==> config.mk <==
export PLATFORM = sky130hd
export DESIGN_NAME = mode_length_stream_demultiplexer
export DESIGN_NICKNAME = d
export VERILOG_FILES = /design/src/mldm_pkg.sv /design/src/mldm_in_reg.sv /design/src/mldm_parser.sv /design/src/mldm_out_reg.sv /design/src/mode_length_stream_demultiplexer.sv
export SDC_FILE = /design/constraint.sdc
export NUM_CORES = 1
export LEC_CHECK = 0
export BUFFER_PORTS_ARGS = -buffer_cell sky130_fd_sc_hd__buf_2
export CORE_MARGIN = 2
export CORE_UTILIZATION = 40
export CTS_BUF_LIST = sky130_fd_sc_hd__clkbuf_8
export CTS_CLUSTER_DIAMETER = 120
export DETAILED_ROUTE_END_ITERATION = 10
export GPL_ROUTABILITY_DRIVEN = 1
export HOLD_SLACK_MARGIN = 0.1
export PLACE_DENSITY_LB_ADDON = 0.3
export SLEW_MARGIN = 20
export SYNTH_ARGS = -nofsm -noshare
export SYNTH_HDL_FRONTEND = slang
export SYNTH_SLANG_ARGS = --single-unit
export TNS_END_PERCENT = 30
==> constraint.sdc <==
create_clock -name clk -period 5.5 [get_ports clk]
set_input_delay 0.275 -clock clk [delete_from_list [all_inputs] [get_ports clk]]
set_output_delay 0.275 -clock clk [all_outputs]
set_load 0.03 [all_outputs]
==> src/mldm_pkg.sv <==
// ----------------------------------------------------------------------------
// mldm_pkg
// Shared types for the mode/length stream demultiplexer.
// ----------------------------------------------------------------------------
package mldm_pkg;

	localparam int unsigned ByteW = 8;

	typedef enum logic [2:0] {
		PH_MODE = 3'b001,
		PH_LEN  = 3'b010,
		PH_DATA = 3'b100
	} phase_t;

	typedef struct packed {
		logic             last;
		logic             empty_frame;
		logic [ByteW-1:0] frame_length;
		logic [ByteW-1:0] payload_byte;
		logic [ByteW-1:0] endpoint;
	} res_t;

	typedef struct packed {
		logic valid;
		res_t res;
	} res_slot_t;

endpackage

==> src/mldm_in_reg.sv <==
// ----------------------------------------------------------------------------
// mldm_in_reg
// Input register: holds one received byte until the parser takes it.
// ----------------------------------------------------------------------------
module mldm_in_reg
	import mldm_pkg::*;
(
	input  logic             clk,
	input  logic             arst_n,
	input  logic             s_tvalid,
	output logic             s_tready,
	input  logic [ByteW-1:0] s_tdata,   // rx_byte
	input  logic             advance,
	output logic             valid_s1,
	output logic [ByteW-1:0] byte_s1
);

	assign s_tready = !valid_s1 || advance;

	always_ff @(posedge clk or negedge arst_n) begin
		if (!arst_n) begin
			valid_s1 <= 1'b0;
		end else if (s_tvalid && s_tready) begin
			valid_s1 <= 1'b1;
		end else if (advance) begin
			valid_s1 <= 1'b0;
		end
	end

	always_ff @(posedge clk) begin
		if (s_tvalid && s_tready) begin
			byte_s1 <= s_tdata;
		end
	end

endmodule

==> src/mldm_parser.sv <==
// ----------------------------------------------------------------------------
// mldm_parser
// Frame header parser and endpoint filter; holds the mask register.
// ----------------------------------------------------------------------------
module mldm_parser
	import mldm_pkg::*;
(
	input  logic             clk,
	input  logic             arst_n,
	input  logic             cfg_valid,
	output logic             cfg_ready,
	input  logic [ByteW-1:0] cfg_data,
	input  logic             advance,
	input  logic             valid_s1,
	input  logic [ByteW-1:0] byte_s1,
	output res_slot_t        slot
);

	phase_t           phase_q, phase_d;
	logic [ByteW-1:0] mask_q;
	logic [ByteW-1:0] ep_q, ep_d;
	logic [ByteW-1:0] rem_q, rem_d;
	logic [ByteW-1:0] len_q, len_d;
	logic             acc;

	assign cfg_ready = 1'b1;
	assign acc       = ((ep_q & mask_q) == ep_q);

	always_comb begin
		phase_d                = phase_q;
		ep_d                   = ep_q;
		rem_d                  = rem_q;
		len_d                  = len_q;
		slot.valid             = 1'b0;
		slot.res.endpoint      = ep_q;
		slot.res.payload_byte  = byte_s1;
		slot.res.frame_length  = len_q;
		slot.res.empty_frame   = 1'b0;
		slot.res.last          = 1'b0;
		unique case (phase_q)
			PH_LEN: begin
				len_d                 = byte_s1;
				rem_d                 = byte_s1;
				slot.res.frame_length = byte_s1;
				if (byte_s1 == '0) begin
					phase_d               = PH_MODE;
					slot.valid            = valid_s1 && acc;
					slot.res.payload_byte = '0;
					slot.res.empty_frame  = 1'b1;
					slot.res.last         = 1'b1;
				end else begin
					phase_d = PH_DATA;
				end
			end
			PH_DATA: begin
				rem_d         = rem_q - ByteW'(1);
				slot.res.last = (rem_d == '0);
				slot.valid    = valid_s1 && acc;
				if (rem_d == '0) begin
					phase_d = PH_MODE;
				end
			end
			default: begin
				ep_d    = byte_s1;
				phase_d = PH_LEN;
			end
		endcase
	end

	always_ff @(posedge clk or negedge arst_n) begin
		if (!arst_n) begin
			phase_q <= PH_MODE;
			ep_q    <= '0;
			rem_q   <= '0;
			len_q   <= '0;
			mask_q  <= '1;
		end else begin
			if (advance) begin
				phase_q <= phase_d;
				ep_q    <= ep_d;
				rem_q   <= rem_d;
				len_q   <= len_d;
			end
			if (cfg_valid && cfg_ready) begin
				mask_q <= cfg_data;
			end
		end
	end

endmodule

==> src/mldm_out_reg.sv <==
// ----------------------------------------------------------------------------
// mldm_out_reg
// Result register on the master side.
// ----------------------------------------------------------------------------
module mldm_out_reg
	import mldm_pkg::*;
(
	input  logic                clk,
	input  logic                arst_n,
	input  logic                valid_s1,
	input  res_slot_t           slot,
	output logic                advance,
	output logic                m_tvalid,
	input  logic                m_tready,
	output logic [3*ByteW-1:0]  m_tdata,   // endpoint, payload_byte, frame_length
	output logic                m_tlast,   // last
	output logic                m_tuser    // empty_frame
);

	res_t res_s2;

	assign advance = valid_s1 && (!m_tvalid || m_tready);

	always_ff @(posedge clk or negedge arst_n) begin
		if (!arst_n) begin
			m_tvalid <= 1'b0;
		end else if (advance) begin
			m_tvalid <= slot.valid;
		end else if (m_tready) begin
			m_tvalid <= 1'b0;
		end
	end

	always_ff @(posedge clk) begin
		if (advance && slot.valid) begin
			res_s2 <= slot.res;
		end
	end

	assign m_tdata = {res_s2.frame_length, res_s2.payload_byte, res_s2.endpoint};
	assign m_tlast = res_s2.last;
	assign m_tuser = res_s2.empty_frame;

endmodule

==> src/mode_length_stream_demultiplexer.sv <==
// ----------------------------------------------------------------------------
// mode_length_stream_demultiplexer
// Parses mode/length/payload frames and delivers payload and empty-frame marks of enabled modes.
// ----------------------------------------------------------------------------
// One received byte is taken per cycle while the result side does not stall.
// Each byte passes the input register, is parsed combinationally and lands in
// the result register; the rate is set only by the result
// handshake, as the parser state advances once per byte. Header bytes of a
// non-empty frame and payload of masked-out modes give no transaction. The
// mask register resets to all ones and should be written only while idle.
module mode_length_stream_demultiplexer
	import mldm_pkg::*;
(
	input  logic                clk,
	input  logic                arst_n,
	input  logic                s_tvalid,
	output logic                s_tready,
	input  logic [ByteW-1:0]    s_tdata,   // rx_byte
	output logic                m_tvalid,
	input  logic                m_tready,
	output logic [3*ByteW-1:0]  m_tdata,   // endpoint, payload_byte, frame_length
	output logic                m_tlast,   // last
	output logic                m_tuser,   // empty_frame
	input  logic                cfg_valid,
	output logic                cfg_ready,
	input  logic [ByteW-1:0]    cfg_data   // endpoint_mask
);

	logic             advance;
	logic             valid_s1;
	logic [ByteW-1:0] byte_s1;
	res_slot_t        slot;

	mldm_in_reg u_in_reg (
		.clk      (clk),
		.arst_n   (arst_n),
		.s_tvalid (s_tvalid),
		.s_tready (s_tready),
		.s_tdata  (s_tdata),
		.advance  (advance),
		.valid_s1 (valid_s1),
		.byte_s1  (byte_s1)
	);

	mldm_parser u_parser (
		.clk       (clk),
		.arst_n    (arst_n),
		.cfg_valid (cfg_valid),
		.cfg_ready (cfg_ready),
		.cfg_data  (cfg_data),
		.advance   (advance),
		.valid_s1  (valid_s1),
		.byte_s1   (byte_s1),
		.slot      (slot)
	);

	mldm_out_reg u_out_reg (
		.clk      (clk),
		.arst_n   (arst_n),
		.valid_s1 (valid_s1),
		.slot     (slot),
		.advance  (advance),
		.m_tvalid (m_tvalid),
		.m_tready (m_tready),
		.m_tdata  (m_tdata),
		.m_tlast  (m_tlast),
		.m_tuser  (m_tuser)
	);

endmodule

==> impl_metrics.tcl, run 1 <==
set metrics [dict create \
    timing.setup.tns_ns 0 \
    powerDensity_mw_per_mm2 455.1 \
    port_buffers 48 \
    synth.top_cell.area_share 0.3416 \
    worst-r2r-cell-count 5 \
    sw_frac_of_total 0.3107 \
    finalCriticalPeriod_ns 2.374 \
    worstSetupEndpointType "flip-flop" \
    synth_top_cells_by_area "edfxtp_1 34%, dfrtp_1 23%, mux2_2 9.0%" \
    layout-drive-gt1-share 0.3737 \
    skew_ns 0.009794 \
    clock_pin_slew_on_the_worst_setup_and_hold_paths_ns 0.08 \
    number_of_buffers_inserted_during_clock_tree_synthesis 9 \
    setup_repair_after_global_routing_missed_its_margin "false" \
    final.fill_count 671 \
    clk-insertion-delay-late_ns 0.34 \
    synth_enable_flop_cells 34 \
    critical_path.reg2reg.endpoint "u_out_reg.m_tdata[8]" \
    coreArea_mm2 0.007253 \
    hold_slack_ns 0.1135 \
    hold_viol 0 \
    min-delay-start "s_tdata[7]" \
    synthesis.yosys.warnings 0 \
    timing.critical_path.slowest_cell_delay_ns 0.65 \
    synth_sequential_area_ratio 0.6551 \
    global_router_s_overall_resource_usage 0.1620 \
    cts-htree-levels 3 \
    detailedRoute.firstIterationViolations 82 \
    route.antenna.remaining_nets 0 \
    fp.dieArea_mm2 0.008180 \
    ys_ff_latch 71 \
    remaining_drc_errors 0 \
    worst_hold_path.endpoint "u_in_reg.byte_s1[7]" \
    finalWirelength_um 6080 \
    relSlewSlack 0.4344 \
    synth_area_mm2 0.002989 \
    yosys.cell_count.top_type "edfxtp_1" \
    count_of_standard_cell_rows 31 \
    critPathKind "flip-flop to flip-flop" \
    number_of_nets_in_the_final_layout 299 \
    post_synth_num_cell_types 46 \
    ioPinCount 50 \
    timing.critical_path.slowest_stage_cell "or3b_2" \
    clock_power_share 0.250 \
    power.leakage_nw 1.458 \
    chipWidth_um 90.45 \
    dp_hpwl_um 4190 \
    finalWeightedCongestion 0.7752 \
    route.detailed.vias_per_inst 5.132 \
    switching_power_mw 0.4992 \
    setup_viol_count_final 0 \
    power.ir.vdd_worst_mv 0.1710 \
    post_cts_resized 0 \
    yosys.area.top_type "edfxtp_1" \
    worstPathRequired_ns 5.51 \
    grt_pass1_wl_um 9991 \
    critical_path.max_fanout 26 \
    largest_net_degree_at_the_start_of_global_routing 38 \
    via_count_of_the_first_global_routing_pass 1928 \
    internal-power_mw 1.108 \
    synth_area_per_cell_um2 13.17 \
    pwr-share-seq 0.498 \
    crit_arrival_ns 2.38 \
    drt-pass1-iter-count 4 \
    synth_flop_cell "edfxtp_1" \
    reg2reg_slack_ns 3.13 \
    number_of_antenna_violations_at_the_first_check_in_global_routing 0 \
    wl_per_cell_um 16.00 \
    tightestPinTransition_ns 0.8485 \
    r2r-start "u_parser.phase_q[2]" \
    maxClockFrequency_ghz 0.4212 \
    cap_violations 0 \
    critical_path.cell_chain "or3b_2 > nor3_2 > nor2_1 > nor4_2 > buf_4" \
    clk_path_buf_depth 2 \
    num_vias 1950 \
    outcome "complete, no violations" \
    timing_max_transition_violations_final 0 \
    synth_fp_nets 250 \
    cts_post_setup_buffers_inserted 0 \
    n_antenna_cell 0 \
    cts_root_buffer "clkbuf_8" \
    finalCritPeriodShare 0.4317 \
    synthCells 227 \
    cts_tree "yes" \
    min-delay-path-class "input port to flip-flop" \
    die_h_um 90.45 \
    yosys-top-cells-count "34 x edfxtp_1, 28 x dfrtp_1, 27 x nand2_1" \
    layout-area-overhead-vs-synth_pct 18.12 \
    ys_async_sr_fraction 0.5211 \
    clkSinkCount 71 \
    start_util 0.4121 \
    critPathLaunchType "flip-flop" \
    hold_path_depth 1 \
    overflow 0 \
    combPwrFrac 0.252 \
]
[cell type report]
cell class	count	area, µm²	area share
clock inverters	6	53.80	0.01524
inverters	12	45.04	0.01276
well taps	99	123.9	0.03508
clock buffers	10	137.6	0.03898
flip-flops and latches	71	1958	0.5546
repair buffers	54	295.3	0.08363
multi-input cells	128	917.1	0.2597
[power groups by stage]
stage	clock network [mW]	logic [mW]	registers, mW
6_report	0.401	0.405	0.800
4_1_cts	0.412	0.408	0.799
3_3_place_gp	0	0.398	0.805
3_5_place_dp	0	0.404	0.809
2_1_floorplan	0	0.322	0.784
5_1_grt	0.436	0.455	0.817
[critical path: cells and delay by family, from the launching register on]
kind / cells / cell delay, ns
buf+inv: 1 / 0.35
flops: 1 / 0.44
simple gates: 4 / 1.25
[flip-flops by register name, indices dropped and copies added, names as in the netlist]
| signal | cells |
|---|---|
| u_parser.rem_q | 8 |
| u_parser.len_q | 8 |
| u_out_reg.m_tlast | 1 |
| u_out_reg.m_tdata | 24 |
| u_in_reg.byte_s1 | 8 |
| u_parser.phase_q | 3 |
| u_parser.ep_q | 8 |
| u_out_reg.m_tvalid | 1 |
| u_out_reg.m_tuser | 1 |
| u_in_reg.valid_s1 | 1 |
| u_parser.mask_q | 8 |
[cells by family after synthesis]
kind of cell    after synthesis  share of synthesized area
flops                        71                     0.6551
simple gates                 66                     0.1172
compound gates               32                    0.07828
xor+xnor                      2                   0.005861
other cells                   1                   0.001255
mux                          25                    0.09376
fa+ha+maj                     2                   0.008370
buf+inv                      28                    0.04018
[worst max path at each step]
| stage | depth (start not counted) | slack [ns] | end | from |
|---|---|---|---|---|
| 2_1_floorplan | 5 | 1.14 | u_out_reg.m_tdata[0] | u_out_reg.m_tvalid |
| 3_3_place_gp | 5 | 3.20 | u_out_reg.m_tdata[8] | u_parser.phase_q[2] |
| 3_5_place_dp | 5 | 3.14 | u_out_reg.m_tdata[16] | u_parser.phase_q[2] |
| 4_1_cts | 5 | 3.12 | u_out_reg.m_tdata[10] | u_parser.phase_q[2] |
| 5_1_grt | 5 | 2.98 | u_out_reg.m_tdata[19] | u_parser.phase_q[2] |
| 6_report | 5 | 3.13 | u_out_reg.m_tdata[8] | u_parser.phase_q[2] |
[metrics by stage]
stage | std cells | power, mW | worst slack, ns | utilization | instance area, µm²
3_5_place_dp | 360 | 1.213 | 3.142 | 0.4549 | 3299
2_1_floorplan | 227 | 1.106 | 1.139 | - | 2989
3_3_place_gp | 360 | 1.203 | 3.195 | 0.4549 | 3299
4_1_cts | 380 | 1.620 | 3.118 | 0.4868 | 3531
5_1_grt | 380 | 1.709 | 2.982 | 0.4868 | 3531
6_report | 380 | 1.607 | 3.126 | 0.4868 | 3531
[per-layer routing]
metal | wire, µm | global-route usage | up-vias
li1 | - | - | 912
met1 | 2699 | 0.2111 | 952
met2 | 2888 | 0.2500 | 74
met3 | 347 | 0.03673 | 12
met4 | 144 | 0.09231 | 0
met5 | 0 | 0 | -
[what timing repair did]
action | 4_1_cts | 5_1_grt
endpoints found under the hold margin | 31 | 0
hold buffers | 4 | 0
endpoints found under the setup margin | 0 | 0
[cells in the final DEF (no fill, tap or decap), types with 2 or more instances in the layout]
| cell type | synthesis | layout |
|---|---|---|
| nand3_2 | 2 | 2 |
| nor2_1 | 8 | 8 |
| nor3_1 | 3 | 3 |
| nand4_1 | 6 | 6 |
| nand2_1 | 27 | 27 |
| dfrtp_1 | 28 | 28 |
| ha_1 | 2 | 2 |
| o22a_1 | 2 | 2 |
| o22ai_1 | 9 | 9 |
| buf_2 | 3 | 48 |
| o21ai_0 | 5 | 5 |
| xnor2_1 | 2 | 2 |
| buf_4 | 1 | 2 |
| nor2b_1 | 2 | 2 |
| or4_1 | 3 | 3 |
| dlygate4sd3_1 | 0 | 4 |
| nand2b_1 | 2 | 2 |
| clkbuf_8 | 0 | 10 |
| inv_1 | 12 | 14 |
| nand3_1 | 2 | 2 |
| a21oi_1 | 5 | 5 |
| dfstp_2 | 9 | 9 |
| mux2_2 | 24 | 24 |
| nor3b_1 | 3 | 3 |
| edfxtp_1 | 34 | 34 |
(Power assumes the default switching activity.)
==> run 2, diff against run 1 <==
ABC_AREA = 1   (was default)
clock period = 1.95 ns   (was 5.5 ns; I/O delays follow)
==> run 2 against run 1 <==
Net effect:
- global-route usage shrank 0.43 points
- clock power grew 150%
- critical path depth grew 2
- sequential power grew to 2.8 times the previous value
- critical path type unchanged
==> impl_metrics.tcl, run 2 <==
set metrics [dict create \
    clk-insertion-delay-late_ns 0.35 \
    num_vias 2115 \
    number_of_buffers_inserted_during_clock_tree_synthesis 9 \
    start_util 0.4150 \
    chipWidth_um 90.75 \
    worst_hold_path.endpoint "u_parser.mask_q[4]" \
    maxClockFrequency_ghz 0.5573 \
    detailedRoute.firstIterationViolations 124 \
    cts_root_buffer "clkbuf_8" \
    number_of_antenna_violations_at_the_first_check_in_global_routing 0 \
    critPathLaunchType "flip-flop" \
    drt-pass1-iter-count 4 \
    synth_area_per_cell_um2 10.71 \
    clock_power_share 0.212 \
    synth_flop_cell "edfxtp_1" \
    clkSinkCount 71 \
    finalWeightedCongestion 0.8157 \
    max_reg_flops 24 \
    r2r-start "u_parser.mask_q[4]" \
    coreArea_mm2 0.007253 \
    skew_ns 0.01384 \
    synthesis.yosys.warnings 0 \
    route.detailed.vias_per_inst 4.529 \
    internal-power_mw 2.985 \
    remaining_drc_errors 0 \
    via_count_of_the_first_global_routing_pass 2073 \
    cap_violations 0 \
    power.ir.vdd_worst_mv 0.6838 \
    critPathKind "flip-flop to flip-flop" \
    count_of_standard_cell_rows 31 \
    overflow 0 \
    global_router_s_overall_resource_usage 0.1577 \
    worst-r2r-cell-count 7 \
    hold_viol 0 \
    setup_viol_count_final 0 \
    final_core_util 0.5273 \
    critical_path.reg2reg.endpoint "u_out_reg.m_tdata[15]" \
    route.antenna.remaining_nets 0 \
    synth_top_cells_by_area "edfxtp_1 34%, dfrtp_1 23%, dfstp_2 7.9%" \
    most_frequent_cells_in_the_layout "59 x nand2_1, 48 x buf_2, 34 x edfxtp_1" \
    worstPathRequired_ns 2.00 \
    yosys.area.top_type "edfxtp_1" \
    synth.top_cell.area_share 0.3392 \
    powerDensity_mw_per_mm2 1238 \
    synth_enable_flop_cells 34 \
    setup_repair_after_global_routing_missed_its_margin "false" \
    relSlewSlack 0.4343 \
    yosys.cell_count.top_type "nand2_1" \
    synthCells 281 \
    finalWirelength_um 5916 \
    dp_hpwl_um 4084 \
    largest_net_degree_at_the_start_of_global_routing 38 \
    timing.setup.tns_ns 0 \
    post_synth_num_cell_types 32 \
    switching_power_mw 1.750 \
    reg2reg_slack_ns 0.16 \
    cts-htree-levels 3 \
    port_buffers 48 \
    critical_path.max_fanout 8 \
    hold_path_depth 2 \
    finalCritPeriodShare 0.9202 \
    min-delay-path-class "input port to flip-flop" \
    power.leakage_nw 1.700 \
    timing_max_transition_violations_final 0 \
    ioPinCount 50 \
    cts_post_setup_buffers_inserted 0 \
    cts_tree "yes" \
    sw_frac_of_total 0.3696 \
    synth_area_mm2 0.003010 \
    fp.dieArea_mm2 0.008236 \
    layout-drive-gt1-share 0.2772 \
    grt_pass1_wl_um 9991 \
    yosys-top-cells-count "59 x nand2_1, 36 x inv_1, 34 x edfxtp_1" \
    synth_fp_nets 304 \
    worstSetupEndpointType "flip-flop" \
    most_common_cell_after_layout_fill_and_taps_aside "nand2_1" \
    die_h_um 90.75 \
    clk_path_buf_depth 2 \
    number_of_nets_in_the_final_layout 386 \
    finalCriticalPeriod_ns 1.794 \
    combPwrFrac 0.322 \
    n_antenna_cell 0 \
    layout-area-overhead-vs-synth_pct 27.06 \
    outcome "complete, no violations" \
    clock_pin_slew_on_the_worst_setup_and_hold_paths_ns 0.08 \
    tightestPinTransition_ns 0.8485 \
    ys_async_sr_fraction 0.5211 \
    min-delay-start "cfg_valid" \
    wl_per_cell_um 12.67 \
    crit_arrival_ns 1.85 \
    ys_ff_latch 71 \
    synth_sequential_area_ratio 0.6505 \
    pwr-share-seq 0.466 \
]
-- run 2: cell count changes in the layout (fill, tap and decap cells not counted), moves of 5 or more --
cell           change
a21oi_1            -5
dlygate4sd3_1     +27
inv_1             +19
inv_2              +7
mux2_2            -24
nand2_1           +32
nand3_1            +5
o21ai_0           +25
o21ai_1            +9
-- run 2: area by class of cell --
cell class / count / area [µm²]
Inverter: 41 / 158.9
Sequential cell: 71 / 1958
Timing Repair Buffer: 84 / 591.8
Fill cell: 657 / 3428
Tap cell: 99 / 123.9
Clock inverter: 7 / 42.54
Clock buffer: 9 / 123.9
Multi-Input combinational cell: 156 / 825.8
-- run 2: kinds of logic after synthesis --
family | Yosys count | share of synthesized area
other | 1 | 0.001246
DFF | 71 | 0.6505
xor gates and xnor gates | 1 | 0.002910
buffers and inverters | 54 | 0.07523
adders and majority gates | 2 | 0.008311
and+or+nand+nor | 97 | 0.1571
AOI/OAI and AO/OA | 55 | 0.1047
-- run 2: worst max-delay path by stage --
stage	from	end	slack (ns)	cells past startpoint
after floorplan	u_out_reg.m_tvalid	u_out_reg.m_tdata[0]	0.05	5
after global placement	u_in_reg.byte_s1[1]	u_out_reg.m_tdata[12]	0.09	8
after detailed placement	u_parser.mask_q[4]	u_out_reg.m_tdata[14]	0.08	7
after CTS	u_parser.mask_q[4]	u_out_reg.m_tdata[17]	0.05	7
after global routing	u_parser.mask_q[0]	u_out_reg.m_tlast	0.01	7
final	u_parser.mask_q[4]	u_out_reg.m_tdata[15]	0.16	7
-- run 2: timing repair --
action	4_1_cts	5_1_grt
hold buffers	31	0
hold endpoints to repair	46	0
endpoints found under the setup margin	0	21
resized for setup	0	5
-- run 2: per-stage QoR --
stage / hold WS (ns) / power (mW) / setup WS [ns] / instance area, µm² / cells
3_5_place_dp: 0.2567 / 3.701 / 0.07992 / 3344 / 420
6_report: 0.1210 / 4.734 / 0.1555 / 3825 / 467
4_1_cts: 0.1066 / 4.763 / 0.05164 / 3821 / 467
5_1_grt: 0.1534 / 5.084 / 0.01162 / 3825 / 467
3_3_place_gp: 0.2475 / 3.660 / 0.08817 / 3344 / 420
2_1_floorplan: -0.1981 / 3.350 / 0.04509 / 3010 / 281
-- run 2: critical path: stages (launching register included) --
cell and delay [ns]:
dfstp_2 0.53, inv_1 0.04, nand2_1 0.05, nand2_1 0.04, a221oi_1 0.29, nand4_1 0.23
inv_2 0.13, buf_4 0.18
-- run 2: per-layer routing --
layer | GRT usage | wire (µm)
met1 | 0.2048 | 2734
met2 | 0.2506 | 2887
met3 | 0.04090 | 203
met4 | 0.06667 | 91
met5 | 0 | 0
-- run 2: power by group through the flow --
stage	clock network, mW	registers, mW	logic (mW)
2_1_floorplan	0	2.22	1.14
3_3_place_gp	0	2.22	1.44
3_5_place_dp	0	2.23	1.47
4_1_cts	1.03	2.20	1.53
5_1_grt	1.09	2.24	1.75
6_report	1.00	2.21	1.52
==> run 3, diff against run 2 <==
GPL_ROUTABILITY_DRIVEN = 0   (was 1)
PLACE_DENSITY_LB_ADDON = 0.15   (was 0.3)
==> run 3 against run 2 <==
Net effect:
- clock power increased by 26%
- sequential power about the same
- global-route usage increased by 0.44 points
- total power increased by 5.5%
- critical endpoint is now u_out_reg.m_tdata[11]
- highest routed layer unchanged
==> impl_metrics.tcl, run 3 (same netlist as run 2, synthesis figures left out) <==
set metrics [dict create \
    outcome "complete, no violations" \
    grtUsageMet1 0.2107 \
    setup_viol_count_final 0 \
    final.fill_count 661 \
    fp.dieArea_mm2 0.008236 \
    min-delay-start "cfg_valid" \
    grt.busiest_layer "met2" \
    n_antenna_cell 0 \
    dpl.cell_count 420 \
    route.antenna.remaining_nets 0 \
    relSlewSlack 0.4623 \
    grt_pass1_wl_um 10290 \
    r2r-start "u_parser.phase_q[1]" \
    cap_violations 0 \
    power.leakage_nw 1.719 \
    wl_per_cell_um 12.92 \
    hold_viol 0 \
    multiInputGateArea_um2 833.3 \
    final_core_util 0.5298 \
    cts-htree-levels 3 \
    global_router_s_overall_resource_usage 0.1621 \
    number_of_antenna_violations_at_the_first_check_in_global_routing 0 \
    finalCriticalPeriod_ns 1.763 \
    count_of_standard_cell_rows 31 \
    placedInstanceArea_mm2 0.003344 \
    port_buffers 48 \
    coreArea_mm2 0.007253 \
    num_vias 2118 \
    detailedRoute.firstIterationViolations 128 \
    timing_max_transition_violations_final 0 \
    remaining_drc_errors 0 \
    skew_ns 0.01130 \
    timing.setup.tns_ns 0 \
    critPathLaunchType "flip-flop" \
    drt-pass1-iter-count 4 \
    layout-drive-gt1-share 0.2747 \
    finalCritPeriodShare 0.9041 \
    clk_path_buf_depth 2 \
    critPathKind "flip-flop to flip-flop" \
    layout-area-overhead-vs-synth_pct 27.64 \
    die_h_um 90.75 \
    timing.critical_path.slowest_stage_cell "dfrtp_1" \
    overflow 0 \
    cts_tree "yes" \
    worst-r2r-cell-count 8 \
    via_count_of_the_first_global_routing_pass 2171 \
    hold_path_depth 3 \
    clk-insertion-delay-late_ns 0.34 \
    tightestPinTransition_ns 0.8066 \
    clock_pin_slew_on_the_worst_setup_and_hold_paths_ns 0.07 \
    layout.area.seq_mm2 0.001958 \
    stdcell_area_mm2 0.003842 \
    ioPinCount 50 \
    clkSinkCount 71 \
    grtUsageMet3 0.04508 \
    worst_hold_path.endpoint "u_parser.mask_q[1]" \
    most_common_cell_after_layout_fill_and_taps_aside "nand2_1" \
    max_reg_flops 24 \
    dp_hpwl_um 4316 \
    start_util 0.4150 \
    route.detailed.vias_per_inst 4.575 \
    critical_path.cell_chain "inv_1 > nand2_1 > nor2_4 > inv_4 > nand2_1 > nand4_1 > inv_1 > buf_4" \
    maxClockFrequency_ghz 0.5672 \
    cts_post_setup_buffers_inserted 0 \
    worstSetupEndpointType "flip-flop" \
    grt_util_met2 0.2624 \
    number_of_buffers_inserted_during_clock_tree_synthesis 9 \
    cts_root_buffer "clkbuf_8" \
    finalWirelength_um 5980 \
    powerDensity_mw_per_mm2 1300 \
    reg2reg_slack_ns 0.19 \
    setup.worst_path.start "u_parser.phase_q[1]" \
    number_of_nets_in_the_final_layout 382 \
    worstPathRequired_ns 1.99 \
    crit_arrival_ns 1.81 \
    most_frequent_cells_in_the_layout "59 x nand2_1, 48 x buf_2, 36 x inv_1" \
    timing.critical_path.slowest_cell_delay_ns 0.37 \
    chipWidth_um 90.75 \
    critical_path.reg2reg.endpoint "u_out_reg.m_tdata[11]" \
    power.ir.vdd_worst_mv 0.6111 \
    min-delay-path-class "input port to flip-flop" \
    setup_repair_after_global_routing_missed_its_margin "false" \
    critical_path.max_fanout 9 \
    largest_net_degree_at_the_start_of_global_routing 38 \
    final_cells 463 \
]
run 3: changes by cell type in the layout (fill, tap and decap cells not counted), sizes merged:
cell	change
clkinv	-4
inv	+2
clkbuf	+1
bufinv	+2
dlygate4sd3	-4
clkinvlp	-1
run 3: metrics by stage:
| stage | setup slack, ns | power [mW] | hold WS, ns |
|---|---|---|---|
| floorplan | 0.04509 | 3.350 | -0.1981 |
| global placement | 0.1927 | 3.701 | 0.2587 |
| detailed placement | 0.1535 | 3.717 | 0.2521 |
| CTS | 0.1393 | 5.046 | 0.1001 |
| global route | 0.005124 | 5.373 | 0.1437 |
| finish | 0.1870 | 4.997 | 0.1163 |
run 3: area by class of cell:
cell class	count	share of cell area
Inverter	41	0.04135
Multi-Input combinational cell	156	0.2169
Tap cell	99	0.03224
Sequential cell	71	0.5096
Clock buffer	10	0.03582
Clock inverter	6	0.02051
Timing Repair Buffer	80	0.1436
run 3: worst max-delay path: cells and delay by family, from the launching register on:
family	cells	cell delay (ns)
buf+inv	4	0.57
flops	1	0.37
simple gates	4	0.55
run 3: repair_timing:
item                                   CTS  global route
endpoints found under the hold margin   45             0
hold buffers                            27             0
gates resized for setup                  0             6
setup endpoints to repair                0            23
run 3: worst max-delay path by stage:
stage / endpoint / slack (ns) / cells past startpoint
final: u_out_reg.m_tdata[11] / 0.19 / 8
after global routing: u_out_reg.m_tdata[14] / 0.005 / 8
after CTS: u_out_reg.m_tdata[19] / 0.14 / 8
after detailed placement: u_out_reg.m_tdata[12] / 0.15 / 8
after global placement: u_out_reg.m_tdata[13] / 0.19 / 8
after floorplan: u_out_reg.m_tdata[0] / 0.05 / 5
run 3: power by group:
group          total (mW)  internal [mW]  switching [mW]
combinational        1.54          0.544           0.995
clock                1.26          0.742           0.515
sequential           2.20           1.99           0.214
total                5.00           3.27            1.72
run 3: layer usage:
metal  vias up  wire [µm]
met5         -          0
met4         0         32
met3         2        251
met2        42       2981
met1       999       2714
li1       1075          -
